==> src/rtl/core/sync_framed_fletcher_packet_receiver_core_macros.svh <==
// Assertion macros for the sync-framed packet receiver core.
`ifndef SYNC_FRAMED_FLETCHER_PACKET_RECEIVER_CORE_MACROS_SVH
`define SYNC_FRAMED_FLETCHER_PACKET_RECEIVER_CORE_MACROS_SVH

`ifndef SYNTHESIS

// Property holds in the same cycle as its trigger.
`define SFPR_ASSERT_SAME(label, clk, rst_n, ante, cons) \
  label: assert property (@(posedge clk) disable iff (!rst_n) (ante) |-> (cons)) \
    else $error("sfpr assertion failed");

// Property holds in the cycle after its trigger.
`define SFPR_ASSERT_NEXT(label, clk, rst_n, ante, cons) \
  label: assert property (@(posedge clk) disable iff (!rst_n) (ante) |=> (cons)) \
    else $error("sfpr assertion failed");

`else

`define SFPR_ASSERT_SAME(label, clk, rst_n, ante, cons)
`define SFPR_ASSERT_NEXT(label, clk, rst_n, ante, cons)

`endif

`endif

==> src/rtl/core/sfpr_pkg.sv <==
// Package with constants and types shared by the packet receiver modules.
`default_nettype none

package sfpr_pkg;

  // Packet body length, check word included.
  localparam int unsigned PacketBytes = 16;
  localparam int unsigned IdxW        = 6;

  localparam logic [IdxW-1:0] LastIdx     = IdxW'(PacketBytes - 1);
  localparam logic [IdxW-1:0] LowCheckIdx = IdxW'(PacketBytes - 2);

  // Sync character and the sums seeded from the sync pair.
  localparam logic [7:0] SyncChar   = 8'h7E;
  localparam logic [7:0] SeedFirst  = 8'(SyncChar + SyncChar);
  localparam logic [7:0] SeedSecond = 8'(SyncChar + SeedFirst);

  // One result transaction.
  typedef struct packed {
    logic [7:0]      data_byte;
    logic [IdxW-1:0] byte_index;
    logic            last;
    logic            checksum_ok;
  } result_t;

endpackage

`default_nettype wire

==> src/rtl/core/sfpr_in_stage.sv <==
// Input register that holds one received byte until the framer takes it.
`default_nettype none

module sfpr_in_stage (
  input  logic       clk_i,
  input  logic       rst_ni,
  input  logic       valid_i,
  input  logic [7:0] byte_i,
  output logic       stall_o,
  input  logic       take_i,
  output logic       valid_o,
  output logic [7:0] byte_o
);
  import sfpr_pkg::*;

  logic       valid_q, valid_d;
  logic [7:0] byte_q;
  logic       load;

  // Accept a new transaction whenever the held byte is empty or leaves now.
  assign stall_o = valid_q & ~take_i;
  assign load    = valid_i & ~stall_o;

  always_comb begin
    valid_d = valid_q;
    if (load) begin
      valid_d = 1'b1;
    end else if (take_i) begin
      valid_d = 1'b0;
    end
  end

  always_ff @(posedge clk_i or negedge rst_ni) begin
    if (!rst_ni) begin
      valid_q <= 1'b0;
    end else begin
      valid_q <= valid_d;
    end
  end

  always_ff @(posedge clk_i) begin
    if (load) begin
      byte_q <= byte_i;
    end
  end

  assign valid_o = valid_q;
  assign byte_o  = byte_q;

endmodule

`default_nettype wire

==> src/rtl/core/sfpr_framer.sv <==
// Sync hunt, body counting and Fletcher-style check, one byte per cycle while take_i is high.
`default_nettype none

module sfpr_framer (
  input  logic             clk_i,
  input  logic             rst_ni,
  input  logic [7:0]       byte_i,
  input  logic             take_i,
  output logic             emit_o,
  output sfpr_pkg::result_t result_o
);
  import sfpr_pkg::*;

  logic            hunting_q, hunting_d;
  logic [IdxW-1:0] count_q, count_d;
  logic [7:0]      prev_q, prev_d;
  logic [7:0]      sum1_q, sum1_d;
  logic [7:0]      sum2_q, sum2_d;
  logic            lowok_q, lowok_d;
  logic            is_last;

  assign is_last = (count_q >= LastIdx);

  // Bytes seen while hunting give no result.
  assign emit_o = ~hunting_q;

  assign result_o.data_byte   = byte_i;
  assign result_o.byte_index  = count_q;
  assign result_o.last        = is_last;
  assign result_o.checksum_ok = is_last & lowok_q & (byte_i == sum2_q);

  // Next state for the byte taken this cycle.
  always_comb begin
    hunting_d = hunting_q;
    count_d   = count_q;
    prev_d    = prev_q;
    sum1_d    = sum1_q;
    sum2_d    = sum2_q;
    lowok_d   = lowok_q;
    if (take_i) begin
      if (hunting_q) begin
        if ((prev_q == SyncChar) && (byte_i == SyncChar)) begin
          hunting_d = 1'b0;
          count_d   = '0;
          sum1_d    = SeedFirst;
          sum2_d    = SeedSecond;
          lowok_d   = 1'b0;
        end else begin
          prev_d = byte_i;
        end
      end else begin
        if (count_q < LowCheckIdx) begin
          sum1_d = sum1_q + byte_i;
          sum2_d = sum2_q + sum1_d;
        end else if (count_q == LowCheckIdx) begin
          lowok_d = (byte_i == sum1_q);
        end
        if (is_last) begin
          hunting_d = 1'b1;
          prev_d    = '0;
          count_d   = '0;
        end else begin
          count_d = count_q + 1'b1;
        end
      end
    end
  end

  always_ff @(posedge clk_i or negedge rst_ni) begin
    if (!rst_ni) begin
      hunting_q <= 1'b1;
      count_q   <= '0;
      prev_q    <= '0;
      sum1_q    <= SeedFirst;
      sum2_q    <= SeedSecond;
      lowok_q   <= 1'b0;
    end else begin
      hunting_q <= hunting_d;
      count_q   <= count_d;
      prev_q    <= prev_d;
      sum1_q    <= sum1_d;
      sum2_q    <= sum2_d;
      lowok_q   <= lowok_d;
    end
  end

endmodule

`default_nettype wire

==> src/rtl/core/sfpr_out_stage.sv <==
// Result register that holds one result transaction until it is taken.
`default_nettype none

module sfpr_out_stage (
  input  logic              clk_i,
  input  logic              rst_ni,
  input  logic              load_i,
  input  sfpr_pkg::result_t result_i,
  output logic              ready_o,
  output logic              valid_o,
  input  logic              stall_i,
  output sfpr_pkg::result_t result_o
);
  import sfpr_pkg::*;

  logic    valid_q, valid_d;
  result_t result_q;

  // The register can load when it is empty or its content leaves now.
  assign ready_o = ~valid_q | ~stall_i;

  always_comb begin
    valid_d = valid_q;
    if (load_i) begin
      valid_d = 1'b1;
    end else if (!stall_i) begin
      valid_d = 1'b0;
    end
  end

  always_ff @(posedge clk_i or negedge rst_ni) begin
    if (!rst_ni) begin
      valid_q <= 1'b0;
    end else begin
      valid_q <= valid_d;
    end
  end

  always_ff @(posedge clk_i) begin
    if (load_i) begin
      result_q <= result_i;
    end
  end

  assign valid_o  = valid_q;
  assign result_o = result_q;

endmodule

`default_nettype wire

==> src/rtl/core/sync_framed_fletcher_packet_receiver_core.sv <==
// Top level of the sync-framed packet receiver with Fletcher-style check.
//
//   Channel | Direction | Handshake            | Payload
//   --------+-----------+----------------------+------------------------------------------
//   in      | input     | in_valid_i/in_stall_o | rx_byte_i
//   out     | output    | out_valid_o/out_stall_i | data_byte_o, byte_index_o, last_o,
//           |           |                      | checksum_ok_o
//
// A body byte accepted into the input register moves into the result register once that
// has room, and its result is offered from there; one byte per cycle is sustained while the
// output is not stalled, as the sums and the body counter update once per byte taken.
// Reset is asynchronous and active low; afterwards the block hunts for sync.
// While hunting, bytes are consumed even if the output is stalled; a packet body
// byte waits in the input register while the result register is full and stalled.
`default_nettype none
`include "sync_framed_fletcher_packet_receiver_core_macros.svh"

module sync_framed_fletcher_packet_receiver_core (
  input  logic                        clk_i,
  input  logic                        rst_ni,
  input  logic                        in_valid_i,
  output logic                        in_stall_o,
  input  logic [7:0]                  rx_byte_i,
  output logic                        out_valid_o,
  input  logic                        out_stall_i,
  output logic [7:0]                  data_byte_o,
  output logic [sfpr_pkg::IdxW-1:0]   byte_index_o,
  output logic                        last_o,
  output logic                        checksum_ok_o
);
  import sfpr_pkg::*;

  logic       in_valid_q;
  logic [7:0] in_byte;
  logic       take;
  logic       emit;
  logic       out_ready;
  result_t    fr_result;
  result_t    out_result;

  // Input register.
  sfpr_in_stage u_in_stage (
    .clk_i   (clk_i),
    .rst_ni  (rst_ni),
    .valid_i (in_valid_i),
    .byte_i  (rx_byte_i),
    .stall_o (in_stall_o),
    .take_i  (take),
    .valid_o (in_valid_q),
    .byte_o  (in_byte)
  );

  // The held byte moves on when its result has room, or when it gives none.
  assign take = in_valid_q & (out_ready | ~emit);

  // Framing and checksum logic.
  sfpr_framer u_framer (
    .clk_i    (clk_i),
    .rst_ni   (rst_ni),
    .byte_i   (in_byte),
    .take_i   (take),
    .emit_o   (emit),
    .result_o (fr_result)
  );

  // Result register.
  sfpr_out_stage u_out_stage (
    .clk_i    (clk_i),
    .rst_ni   (rst_ni),
    .load_i   (take & emit),
    .result_i (fr_result),
    .ready_o  (out_ready),
    .valid_o  (out_valid_o),
    .stall_i  (out_stall_i),
    .result_o (out_result)
  );

  assign data_byte_o   = out_result.data_byte;
  assign byte_index_o  = out_result.byte_index;
  assign last_o        = out_result.last;
  assign checksum_ok_o = out_result.checksum_ok;

  // A passed check is only ever flagged on the final byte of a packet.
  `SFPR_ASSERT_SAME(a_ok_only_on_last, clk_i, rst_ni, out_valid_o && checksum_ok_o, last_o)
  // The final byte always carries the last body position.
  `SFPR_ASSERT_SAME(a_last_index, clk_i, rst_ni, out_valid_o && last_o, byte_index_o == LastIdx)
  // The input side stalls only while it holds a byte that cannot move.
  `SFPR_ASSERT_SAME(a_stall_holds, clk_i, rst_ni, in_stall_o, in_valid_q && !take)
  // A packet byte taken into a free result register shows up as a valid result.
  `SFPR_ASSERT_NEXT(a_emit_loads, clk_i, rst_ni, take && emit, out_valid_o)

endmodule

`default_nettype wire

==> config.mk <==
export PLATFORM = sky130hd
export DESIGN_NAME = sync_framed_fletcher_packet_receiver_core
export DESIGN_NICKNAME = d
export VERILOG_FILES = /design/src/rtl/core/sfpr_pkg.sv /design/src/rtl/core/sfpr_in_stage.sv /design/src/rtl/core/sfpr_framer.sv /design/src/rtl/core/sfpr_out_stage.sv /design/src/rtl/core/sync_framed_fletcher_packet_receiver_core.sv
export VERILOG_INCLUDE_DIRS = /design/src /design/src/rtl/core
export SDC_FILE = /design/constraint.sdc
export NUM_CORES = 1
export LEC_CHECK = 0
export BUFFER_PORTS_ARGS = -buffer_cell sky130_fd_sc_hd__buf_4
export CORE_ASPECT_RATIO = 1.1
export CORE_UTILIZATION = 43
export DETAILED_ROUTE_END_ITERATION = 12
export SKIP_LAST_GASP = 1
export SYNTH_ARGS = -nofsm -noshare
export SYNTH_HDL_FRONTEND = slang
export SYNTH_SLANG_ARGS = --single-unit
==> constraint.sdc <==
create_clock -name clk_i -period 5.3 [get_ports clk_i]
set_input_delay 0.265 -clock clk_i [delete_from_list [all_inputs] [get_ports clk_i]]
set_output_delay 0.265 -clock clk_i [all_outputs]
set_load 0.02 [all_outputs]
==> flow_metrics.py <==
metrics = {
    "run_status": {
        "status": "finished, final reports clean",
    },
    "floorplan": {
        "start_util_pct": 45.0,
        "rows": 30,
        "dieHeight_um": 86.9,
        "core_um2": 6270,
        "die_area_um2": 6890,
        "io_pins": 30,
        "die_w_um": 79.2,
    },
    "clock_tree": {
        "post-cts-setup-buffers": 0,
        "cts_inserted_buffers": 9,
        "cts_resized": 0,
        "clockRootBuffer": "clkbuf_8",
        "cts_hold_repair.buffers": 1,
        "cts_tree": "yes",
        "htree_levels": 3,
        "cts.sinks": 58,
        "clk_latency_ns": 0.34,
        "clk_pin_slew_ns": 0.07,
        "clock_path_buffers": 2,
    },
    "finish": {
        "layout_common_cells": "30 x buf_4, 24 x edfxtp_1, 22 x dfrtp_1",
        "final_area_um2": 3320,
        "area_delta_synth_final_pct": 17.9,
        "drive_above_1_share_pct": 27.8,
        "nets": 292,
        "diodes": 0,
        "fin_util_pct": 53.0,
        "n_fill_cell": 559,
        "final_common_cell": "buf_4",
    },
    "setup_path": {
        "cp-start-kind": "register",
        "ff2ff_path_depth": 14,
        "critPathCaptureType": "register",
        "crit_required_ns": 5.53,
        "worstSetupStartpoint": "u_in_stage.byte_o[0]",
        "critical_path_arrival_ns": 3.54,
        "path_max_fanout": 5,
        "critPathKind": "register to register",
        "r2r-start": "u_in_stage.byte_o[0]",
    },
    "detailed_routing": {
        "viasPerCell": 5.50,
        "drt_iter0_drc": 98,
        "wl_per_cell_um": 16.5,
        "firstDrtPassIters": 5,
        "via_count": 1903,
        "drc": 0,
        "routed_wirelength_um": 5720,
        "ant_nets": 0,
    },
    "synthesis": {
        "ys_warn_count": 0,
        "synth_area_um2": 2820,
        "synth_area_per_cell_um2": 12.7,
        "ys_types": 49,
        "async_flop_share_pct": 58.6,
        "ys_ff_latch": 58,
        "synth_ff_type": "edfxtp_1",
        "synth_enable_flop_cells": 24,
        "synth_cells": 222,
        "ys_seq_area_share_pct": 56.3,
        "syn-num-nets": 253,
    },
    "global_routing": {
        "grt_pass1_vias": 1967,
        "grt_pass1_wl_um": 9750,
        "grt_util_all_layers_pct": 19.4,
        "grt_overflow": 0,
        "antenna_found_initial": 0,
        "grt_max_degree": 35,
    },
    "power": {
        "powerDensity_nw_per_um2": 627,
        "combPwrFrac_pct": 46.7,
        "pwr-share-clk_pct": 17.5,
        "swShare_pct": 38.2,
        "p_leak_nw": 1.39,
        "switchingPower_mw": 0.797,
        "peakVddDrop_mv": 0.430,
        "p_seq_share_pct": 35.9,
        "p_int_mw": 1.29,
    },
    "timing": {
        "fin_setup_tns_ns": 0,
        "worst_pin_slew_ns": 0.856,
        "period_share_pct": 62.5,
        "max_slew_margin_pct": 42.7,
        "period_minus_slack_ns": 3.31,
        "setup_viol": 0,
        "rsz0062_at_grt": "false",
        "slew_violations": 0,
        "clock.fmax_ghz": 0.302,
        "hold_viol_final": 0,
        "finClkSkew_ns": 0.00785,
    },
    "run": {
        "maxCapViolations": 0,
    },
    "worst_hold_path": {
        "holdPathStages": 1,
        "hold_start": "rx_byte_i[5]",
        "hp-class": "primary input to register",
    },
    "placement": {
        "portBuffers": 29,
        "gp_congestion": 0.816,
        "post-dp-hpwl_um": 4080,
        "placed_cell_area_um2": 3140,
    },
}
## worst max-delay path, stage by stage, from the launching register on
cell and delay [ns]:
edfxtp_1 0.45, ha_1 0.26, fa_1 0.41, a21o_1 0.17, a21oi_1 0.21, o21bai_1 0.09
a21oi_1 0.18, xnor2_1 0.17, ha_1 0.29, o21a_1 0.12, o2bb2ai_1 0.13, a21oi_1 0.07
nor4_1 0.28, nor4b_1 0.10, a221o_1 0.27
## per-stage QoR
step	worst slack (ns)	power [mW]	instances	hold WS, ns
floorplan	2.23	1.50	222	-0.0306
global placement	2.07	1.70	329	0.246
detailed placement	2.01	1.72	329	0.251
CTS	2.01	2.09	346	0.0879
global route	1.66	2.24	346	0.0765
finish	1.99	2.08	346	0.0972
## cell type report
type / count / area [um2] / area share (%)
Timing Repair Buffer: 31 / 235 / 7.08
Clock buffer: 9 / 124 / 3.73
Tap cell: 80 / 100 / 3.01
Sequential cell: 58 / 1590 / 47.7
Multi-Input combinational cell: 155 / 1200 / 36.2
Clock inverter: 7 / 53.8 / 1.62
Inverter: 6 / 22.5 / 0.677
## state kept, by name, summed over array words and instances, names as in the netlist
register,flops
u_out_stage.result_o,16
u_framer.prev_q,8
u_framer.sum1_q,8
u_framer.sum2_q,8
u_in_stage.byte_o,8
u_framer.count_q,6
u_framer.hunting_q,1
u_framer.lowok_q,1
u_in_stage.valid_o,1
u_out_stage.valid_o,1
## path summary, 6_finish.rpt
kind | to | slack (ns)
max | u_framer.sum2_q[7] | 1.99
min | u_in_stage.byte_o[5] | 0.1
max reg2reg | u_framer.sum2_q[7] | 1.99
min reg2reg | u_out_stage.result_o[6] | 0.47
max in group asynchronous | u_framer.sum1_q[7] | 4.53
min in group asynchronous | u_framer.count_q[0] | 0.42
## synthesized netlist by cell type (2+ instances only)
master | instances | share of area (%)
a21o_1 | 5 | 1.3
o22a_1 | 8 | 2.5
a22o_1 | 7 | 2.2
and2_1 | 2 | 0.44
inv_1 | 6 | 0.80
dfrtp_1 | 22 | 20
o21bai_1 | 2 | 0.53
a21oi_1 | 11 | 2.0
xnor2_1 | 13 | 4.0
nand4_1 | 3 | 0.67
fa_1 | 2 | 1.4
nand3_1 | 8 | 1.4
xor2_1 | 7 | 2.2
nor4_1 | 4 | 0.89
nand2_1 | 12 | 1.6
a2bb2oi_1 | 3 | 0.93
a22o_2 | 5 | 1.8
o21ai_0 | 7 | 1.2
nand4b_1 | 2 | 0.62
clkbuf_1 | 2 | 0.27
o31ai_1 | 2 | 0.53
nor2_1 | 8 | 1.1
dfstp_2 | 12 | 11
and2_2 | 2 | 0.53
ha_1 | 17 | 7.5
edfxtp_1 | 24 | 26
o21a_1 | 3 | 0.80
nor3_1 | 2 | 0.35
## kinds of logic (layout without fill, tap and decap cells)
kind of cell | Yosys count | count (layout) | share of synthesized area, %
AND/OR/NAND/NOR | 57 | 57 | 11.6
XOR/XNOR | 20 | 20 | 6.21
multiplexers | 1 | 1 | 0.399
adder cells (fa/ha/maj) | 19 | 19 | 8.96
flip-flops | 58 | 58 | 56.3
AO/OA/AOI/OAI | 58 | 58 | 15.4
buffers and inverters | 9 | 53 | 1.24
## power groups by stage
stage               Sequential, mW  Combinational, mW  Clock, mW
floorplan                    0.743              0.759          0
detailed placement           0.752              0.966          0
global placement             0.751              0.949          0
global route                 0.767               1.08      0.392
finish                       0.747              0.973      0.364
CTS                          0.748              0.970      0.372
## metal layers
metal  track usage [%]  part of all wire (%)
met1              25.5                    48
met2              30.5                    48
met3              3.46                   2.0
met4              10.4                   2.2
met5                 0                     0
Note: power is estimated with default switching activity, not from simulation.
